**src/hw/rtl/olirs_pkg.sv**
```systemverilog
// Shared types and codes for the ordered list block.
`default_nettype none
package olirs_pkg;

    localparam int DEF_DEPTH       = 16;
    localparam int DEF_VALUE_WIDTH = 32;

    localparam int MODE_W     = 2;
    localparam int POSITION_W = 5;
    localparam int VALUE_W    = 32;
    localparam int STATUS_W   = 2;
    localparam int COUNT_W    = 5;

    typedef enum logic [MODE_W-1:0] {
        MODE_APPEND = 2'd0,
        MODE_INSERT = 2'd1,
        MODE_REMOVE = 2'd2,
        MODE_SEARCH = 2'd3
    } t_mode;

    localparam logic [STATUS_W-1:0] ST_OK   = 2'd0;
    localparam logic [STATUS_W-1:0] ST_MISS = 2'd1;
    localparam logic [STATUS_W-1:0] ST_FULL = 2'd2;

    typedef struct packed {
        t_mode                 mode;
        logic [POSITION_W-1:0] position;
        logic [VALUE_W-1:0]    value;
    } t_req;

    typedef struct packed {
        logic [STATUS_W-1:0] status;
        logic [COUNT_W-1:0]  count;
    } t_res;

    // Commands broadcast to every cell of the row.
    typedef struct packed {
        logic capture;     // register the compare result
        logic shift_up;    // open a slot at the insert position
        logic shift_down;  // close the slot of the first match
    } t_cell_ctl;

endpackage
`default_nettype wire

```
**src/hw/rtl/olirs_cell.sv**
```systemverilog
// One list cell: holds an entry, compares it and shifts with its neighbors.
`default_nettype none
module olirs_cell #(
    parameter int VALUE_WIDTH = olirs_pkg::DEF_VALUE_WIDTH,
    parameter int CNT_W       = 5,
    parameter int INDEX       = 0
) (
    input  wire logic                   i_clk,
    input  wire olirs_pkg::t_cell_ctl   i_ctl,
    input  wire logic [CNT_W-1:0]       i_count,
    input  wire logic [CNT_W-1:0]       i_pos,
    input  wire logic [VALUE_WIDTH-1:0] i_value,
    input  wire logic [VALUE_WIDTH-1:0] i_left,
    input  wire logic [VALUE_WIDTH-1:0] i_right,
    input  wire logic                   i_seen,
    output logic [VALUE_WIDTH-1:0]      o_value,
    output logic                        o_seen
);
    import olirs_pkg::*;

    localparam logic [CNT_W-1:0] MY_INDEX = CNT_W'(INDEX);

    logic [VALUE_WIDTH-1:0] r_value;
    logic                   r_match;

    always_ff @(posedge i_clk) begin
        if (i_ctl.capture) begin
            r_match <= (r_value == i_value) && (MY_INDEX < i_count);
        end
    end

    always_ff @(posedge i_clk) begin
        if (i_ctl.shift_up) begin
            if (MY_INDEX > i_pos) begin
                r_value <= i_left;
            end else if (MY_INDEX == i_pos) begin
                r_value <= i_value;
            end
        end else if (i_ctl.shift_down && o_seen) begin
            // pull the upper neighbor down from the first match onward
            r_value <= i_right;
        end
    end

    assign o_seen  = i_seen | r_match;
    assign o_value = r_value;

endmodule
`default_nettype wire

```
**src/hw/rtl/ordered_list_insert_remove_search.sv**
```systemverilog
// Top level of the ordered list: request control, count and the row of cells.
`default_nettype none
// Ordered list of up to DEPTH values with append, insert at position, remove of
// the first match and search. Each request yields one result with a status and
// the count after the operation. A request is taken in S_IDLE; in S_CMP every
// cell compares its entry with the request value, and in S_APPLY the
// first-match chain ripples along the row and the cells shift in place. The
// result sits in an output register; if it is not taken, the next request is
// still accepted and held before its update until the register frees. Entries
// at or above the count never match, so no clearing is needed.
module ordered_list_insert_remove_search #(
    parameter int DEPTH       = olirs_pkg::DEF_DEPTH,
    parameter int VALUE_WIDTH = olirs_pkg::DEF_VALUE_WIDTH
) (
    input  wire logic            i_clk,
    input  wire logic            i_rst_n,
    input  wire logic            i_valid,
    output logic                 o_ready,
    input  wire olirs_pkg::t_req i_req,
    output logic                 o_valid,
    input  wire logic            i_ready,
    output olirs_pkg::t_res      o_res
);
    import olirs_pkg::*;

    localparam int CNT_W = $clog2(DEPTH + 1);
    localparam int CMP_W = (CNT_W > POSITION_W) ? CNT_W : POSITION_W;
    localparam logic [CNT_W-1:0] FULL_COUNT = CNT_W'(DEPTH);

    typedef enum logic [2:0] {
        S_IDLE  = 3'b001,
        S_CMP   = 3'b010,
        S_APPLY = 3'b100
    } t_state;

    t_state           r_state, n_state;
    t_req             r_req;
    logic [CNT_W-1:0] r_count, n_count;
    logic             r_out_valid, n_out_valid;
    t_res             r_res, n_res;

    logic                   out_free, apply;
    logic                   is_put, full, bad_pos, found;
    logic [CNT_W-1:0]       put_pos;
    logic [VALUE_WIDTH-1:0] req_value;
    t_cell_ctl              ctl;

    logic [VALUE_WIDTH-1:0] w_value [DEPTH];
    logic                   w_seen  [DEPTH+1];

    assign req_value = VALUE_WIDTH'(r_req.value);
    assign out_free  = !r_out_valid || i_ready;
    assign apply     = (r_state == S_APPLY) && out_free;

    assign is_put  = (r_req.mode == MODE_APPEND) || (r_req.mode == MODE_INSERT);
    assign full    = (r_count == FULL_COUNT);
    assign bad_pos = (r_req.mode == MODE_INSERT) && (r_count != '0) &&
                     (CMP_W'(r_req.position) > CMP_W'(r_count));
    assign found   = w_seen[DEPTH];

    always_comb begin
        if (r_req.mode == MODE_APPEND) begin
            put_pos = r_count;
        end else if (r_count == '0) begin
            put_pos = '0;
        end else begin
            put_pos = CNT_W'(r_req.position);
        end
    end

    always_comb begin
        ctl.capture    = (r_state == S_CMP);
        ctl.shift_up   = apply && is_put && !full && !bad_pos;
        ctl.shift_down = apply && (r_req.mode == MODE_REMOVE) && found;
    end

    assign w_seen[0] = 1'b0;

    for (genvar gi = 0; gi < DEPTH; gi++) begin : g_cell
        logic [VALUE_WIDTH-1:0] left_value;
        logic [VALUE_WIDTH-1:0] right_value;

        if (gi == 0) begin : g_first
            assign left_value = req_value;
        end else begin : g_mid_l
            assign left_value = w_value[gi-1];
        end
        if (gi == DEPTH - 1) begin : g_last
            assign right_value = '0;
        end else begin : g_mid_r
            assign right_value = w_value[gi+1];
        end

        olirs_cell #(
            .VALUE_WIDTH (VALUE_WIDTH),
            .CNT_W       (CNT_W),
            .INDEX       (gi)
        ) u_cell (
            .i_clk   (i_clk),
            .i_ctl   (ctl),
            .i_count (r_count),
            .i_pos   (put_pos),
            .i_value (req_value),
            .i_left  (left_value),
            .i_right (right_value),
            .i_seen  (w_seen[gi]),
            .o_value (w_value[gi]),
            .o_seen  (w_seen[gi+1])
        );
    end

    always_comb begin
        n_state     = r_state;
        n_count     = r_count;
        n_out_valid = r_out_valid && !i_ready;
        n_res       = r_res;
        case (r_state)
            S_IDLE: begin
                if (i_valid) begin
                    n_state = S_CMP;
                end
            end
            S_CMP: begin
                n_state = S_APPLY;
            end
            S_APPLY: begin
                if (out_free) begin
                    n_state     = S_IDLE;
                    n_out_valid = 1'b1;
                    if (is_put) begin
                        if (full) begin
                            n_res.status = ST_FULL;
                        end else if (bad_pos) begin
                            n_res.status = ST_MISS;
                        end else begin
                            n_res.status = ST_OK;
                            n_count      = r_count + 1'b1;
                        end
                    end else begin
                        n_res.status = found ? ST_OK : ST_MISS;
                        if ((r_req.mode == MODE_REMOVE) && found) begin
                            n_count = r_count - 1'b1;
                        end
                    end
                    n_res.count = COUNT_W'(n_count);
                end
            end
            default: begin
                n_state = S_IDLE;
            end
        endcase
    end

    always_ff @(posedge i_clk) begin
        if (!i_rst_n) begin
            r_state     <= S_IDLE;
            r_count     <= '0;
            r_out_valid <= 1'b0;
        end else begin
            r_state     <= n_state;
            r_count     <= n_count;
            r_out_valid <= n_out_valid;
        end
    end

    always_ff @(posedge i_clk) begin
        if (o_ready && i_valid) begin
            r_req <= i_req;
        end
        r_res <= n_res;
    end

    assign o_ready = (r_state == S_IDLE);
    assign o_valid = r_out_valid;
    assign o_res   = r_res;

    a_count_bound: assert property (@(posedge i_clk) disable iff (!i_rst_n)
        r_count <= FULL_COUNT)
        else $error("entry count above depth");

    a_count_step: assert property (@(posedge i_clk) disable iff (!i_rst_n)
        ($past(i_rst_n) && (r_count != $past(r_count))) |->
            ($past(r_state) == S_APPLY) &&
            ((r_count == $past(r_count) + 1'b1) || (r_count == $past(r_count) - 1'b1)))
        else $error("count moved outside an update or by more than one");

    a_full_status: assert property (@(posedge i_clk) disable iff (!i_rst_n)
        (r_out_valid && (r_res.status == ST_FULL)) |-> (r_count == FULL_COUNT))
        else $error("full status reported with room left");

    a_state_onehot: assert property (@(posedge i_clk) disable iff (!i_rst_n)
        $onehot(r_state))
        else $error("control state lost its one-hot code");

endmodule
`default_nettype wire
```
**config.mk**
```make
export PLATFORM = sky130hd
export DESIGN_NAME = ordered_list_insert_remove_search
export DESIGN_NICKNAME = d
export VERILOG_FILES = /design/src/hw/rtl/olirs_pkg.sv /design/src/hw/rtl/olirs_cell.sv /design/src/hw/rtl/ordered_list_insert_remove_search.sv
export SDC_FILE = /design/constraint.sdc
export NUM_CORES = 2
export LEC_CHECK = 0
export ABC_AREA = 1
export BUFFER_PORTS_ARGS = -buffer_cell sky130_fd_sc_hd__buf_2
export CAP_MARGIN = 25
export CELL_PAD_IN_SITES_DETAIL_PLACEMENT = 0
export CELL_PAD_IN_SITES_GLOBAL_PLACEMENT = 1
export CORE_MARGIN = 8
export CORE_UTILIZATION = 40
export DETAILED_ROUTE_END_ITERATION = 10
export GPL_TIMING_DRIVEN = 0
export PLACE_DENSITY_LB_ADDON = 0.1
export REMOVE_ABC_BUFFERS = 1
export SLEW_MARGIN = 20
export SYNTH_ARGS = -nofsm -noshare
export SYNTH_HDL_FRONTEND = slang
export SYNTH_SLANG_ARGS = --single-unit
```
**constraint.sdc**
```tcl
create_clock -name i_clk -period 5.8 [get_ports i_clk]
set_input_delay 1.45 -clock i_clk [delete_from_list [all_inputs] [get_ports i_clk]]
set_output_delay 1.45 -clock i_clk [all_outputs]
set_load 0.03 [all_outputs]
```
==> summary.txt <==
Synthesis
  • Synthesis Warnings: 0
  • Top cell type's share of synthesized area: 0.467
  • Ys async rst share: 0
  • Post-synth EDFFs: 574
  • Netlist cell types: 47
  • Post-Syn Area: 0.0369 mm2
  • Synth area leaders: edfxtp_1, nand2_1, nand3_1
  • Avg Inst Size Synth: 7.90 um2
  • Yosys top cell by area: edfxtp_1
  • Seq/Total Area, Yosys: 0.472
  • #FFs+latches synth: 583
  • Top_reg_cell synth: edfxtp_1
  • Mapped Cells: 4668

Detailed routing
  • # DRC: 0
  • Wire length per cell: 31.1 um
  • Pre-Repair DR Iteration Count: 6
  • First DRT Iteration DRCs: roughly 4.6k
  • Final wirelength: 180 mm
  • Drt via density: around 6
  • Via count: 35.2k
  • Routed Antenna Nets: 0

Hold path
  • HP Class: reg2reg
  • Hold Path End: o_valid
  • Min-Delay Startpoint: o_valid
  • Hold Path Cell Cnt: 2

Placed design
  • IO buf count: 51
  • DP HPWL: 129 mm
  • Placer's final routability congestion estimate: approximately 0.92
  • Place WS: 0.0956 ns

Clock network
  • CTS Buffer Depth: 3
  • H-tree depth: 3
  • Hold_buf cts: 0
  • Clock Sink Count: roughly 580
  • Post-CTS Setup Bufs: 0
  • Clock tree from TritonCTS: done
  • CTS resizes: 0
  • Worst skew pair latency: 0.66 ns
  • Root Buffer Master: clkbuf_16
  • Clk slew on worst S/H paths: 0.06 ns
  • Num CTS Buffers: 75

Cells and area
  • End-of-flow core utilization: 0.457
  • Share of post-route cells with drive strength above 1: 0.0853
  • Area growth syn-to-layout: 13.3%
  • Post-layout nets: between 4k and 5k

Run
  • Max-Cap Viols: 0

Timing
  • Layout Skew: 0.0289 ns
  • Worst slew margin: 0.249
  • FMAX: 187 MHz
  • RSZ-0062 raised after global routing: no
  • Final Max Slew Viols: 0
  • Setup-failing EPs final: 0
  • Worst slew pin tran: 1.11 ns
  • Setup ws final: approximately 0.44 ns
  • Final Hold Vio Count: 0
  • Period Utilization, post-route: 0.924
  • Period minus WS final: 5.36 ns

Setup path
  • WP data arrival: between 5 and 6 ns
  • CP max FO: 105
  • Worst stage delay on the critical path: 0.61 ns
  • Nature of the critical path startpoint: flip-flop
  • Crit path buffers/inverters: 7
  • Crit Reg-Reg Endpoint: g_cell[13].u_cell.o_value[0]
  • Critical setup path kind: reg2reg
  • Kind of cell adding the most delay to the critical path: buffers and inverters
  • Critical Path RT: 6.16 ns
  • Critical-path cell list: inv_1 -> ha_1 -> nand3_1 -> nand2_1 -> nor2_1 -> nand2_8 -> buf_16 -> buf_16 -> nand2_1 -> inv_1 -> nor3_2 -> buf_4 -> buf_4 -> buf_4
  • Worst r2r path cells: 14
  • Register-to-register setup slack: 0.44 ns
  • Crit end category: flip-flop
  • Crit-path slowest cell: dfxtp_1
  • Cell mode on critical path: buf_4
  • Worst r2r src: r_count[1]
  • CP startpoint: r_count[1]

Global route
  • Pin count of the biggest net entering global routing: 119
  • Vias in the first global route: 33.0k
  • Gr usage total: 0.340
  • GR Overflow Total: 0
  • Initial antenna violation count: 1
  • First-pass GRT wire length: around 250 mm

Power
  • Worst IR drop on VDD: 0.000210 V
  • Leakage power: 0.0163 uW
  • PwrDens: 255 mW/mm2

Die
  • Total core area: around 0.092 mm2
  • Initial Util: 0.403
  • IO Pins: 52
  • Die X: 320 um
  • Die Area: 0.102 mm2
  • Row Count: between 100 and 150
  • Die Span Y: ~320 um

Status
  • Outcome: complete, no violations
[through the flow]
step	total power [uW]	cell area [um2]	TNS, ns	cells	hold slack [ns]
3_3_place_gp	5790	37000	-9939.24	5547	0.495
4_1_cts	10700	41800	0	5795	0.511
3_5_place_dp	5970	39400	0	5663	0.502
2_1_floorplan	5250	35200	-2653.78	4310	0.509
6_report	10700	41800	0	5796	0.514
5_1_grt	10800	41800	0	5795	0.539
[sequential cells by signal (all words and copies together), names as in the netlist]
name                   flops
r_state                    3
g_cell.u_cell.r_match     16
r_count                    5
r_req                      7
o_valid                    1
o_res                      7
g_cell.u_cell.o_value    512
g_cell.left_value         32
[layout make-up]
class	instances	area [um2]
sequential	583	17400
clock inverter	30	302
multi-input combinational	3404	16700
antenna	1	2.50
clock buffer	102	2060
tap	1186	1480
inverter	323	1240
timing repair buffer	167	2580
fill	9125	49700
[routing by layer]
metal / track usage / up-vias / share of wire
met4: 0.203 / 2 / 0.072
met3: 0.0681 / 483 / 0.097
li1: - / 15500 / -
met5: 0 / - / 0.000072
met1: 0.443 / 17200 / 0.39
met2: 0.522 / 1993 / 0.44
[kinds of logic (layout without fill, tap and decap cells)]
kind of cell	Yosys count	after routing	synth area share
buf+inv	681	622	0.0779
fa+ha+maj	8	8	0.00271
xor+xnor	217	217	0.0515
simple gates	2434	2434	0.279
flops	583	583	0.472
compound gates	745	745	0.117
other cells	0	1	0
[where the power goes]
group	switching [uW]	internal, uW
Clock	2030	2710
Sequential	80.6	4620
Combinational	860	370
[worst max path at each step]
stage | end | slack (ns) | cells after the start
3_5_place_dp | g_cell[13].u_cell.o_value[31] | 0.1 | 14
6_report | g_cell[13].u_cell.o_value[0] | 0.44 | 14
5_1_grt | g_cell[13].u_cell.o_value[0] | 0.16 | 16
3_3_place_gp | g_cell[10].u_cell.o_value[9] | -16.10 | 10
2_1_floorplan | g_cell[10].u_cell.o_value[0] | -5.27 | 9
4_1_cts | g_cell[13].u_cell.o_value[0] | 0.46 | 14
[Yosys cell counts, types with 22 or more instances]
library cell  instances
buf_1                41
or2_2                34
o21ai_0             204
o21bai_1             22
edfxtp_1            574
buf_2               147
xor2_1               35
a221oi_1             42
buf_4                24
inv_1               307
o22ai_1             110
o211ai_1             27
a31oi_1              52
o21ai_1             104
nand4_1              60
nor2_1              370
clkbuf_1            141
a21oi_1             158
nand3b_1             33
nand3_1             467
nand2_1            1422
xnor2_1             182
[worst min-delay path, delay by kind of cell (launching register included)]
kind            cells  cell delay (ns)
flops               1             0.32
simple gates        1             0.08
compound gates      1             0.06
[layout by cell type, fill, tap and decap left out, types with 9 or more instances in the layout]
cell type | netlist | routed
a21oi_1 | 158 | 157
a221oi_1 | 42 | 42
a22o_1 | 11 | 11
a31oi_1 | 52 | 52
buf_12 | 0 | 13
buf_16 | 0 | 46
buf_2 | 147 | 51
buf_8 | 0 | 49
clkbuf_1 | 141 | 22
clkbuf_16 | 0 | 78
clkinv_1 | 9 | 11
clkinv_2 | 0 | 17
dfxtp_1 | 9 | 9
edfxtp_1 | 574 | 574
inv_1 | 307 | 277
inv_2 | 6 | 33
nand2_1 | 1422 | 1413
nand2_2 | 11 | 15
nand3_1 | 467 | 467
nand3b_1 | 33 | 33
nand4_1 | 60 | 60
nor2_1 | 370 | 365
nor2_4 | 4 | 9
nor3_1 | 11 | 9
o211ai_1 | 27 | 27
o21ai_0 | 204 | 204
o21ai_1 | 104 | 104
o21bai_1 | 22 | 22
o22ai_1 | 110 | 110
or2_2 | 34 | 34
xnor2_1 | 182 | 182
xor2_1 | 35 | 35
(Power assumes the default switching activity.)
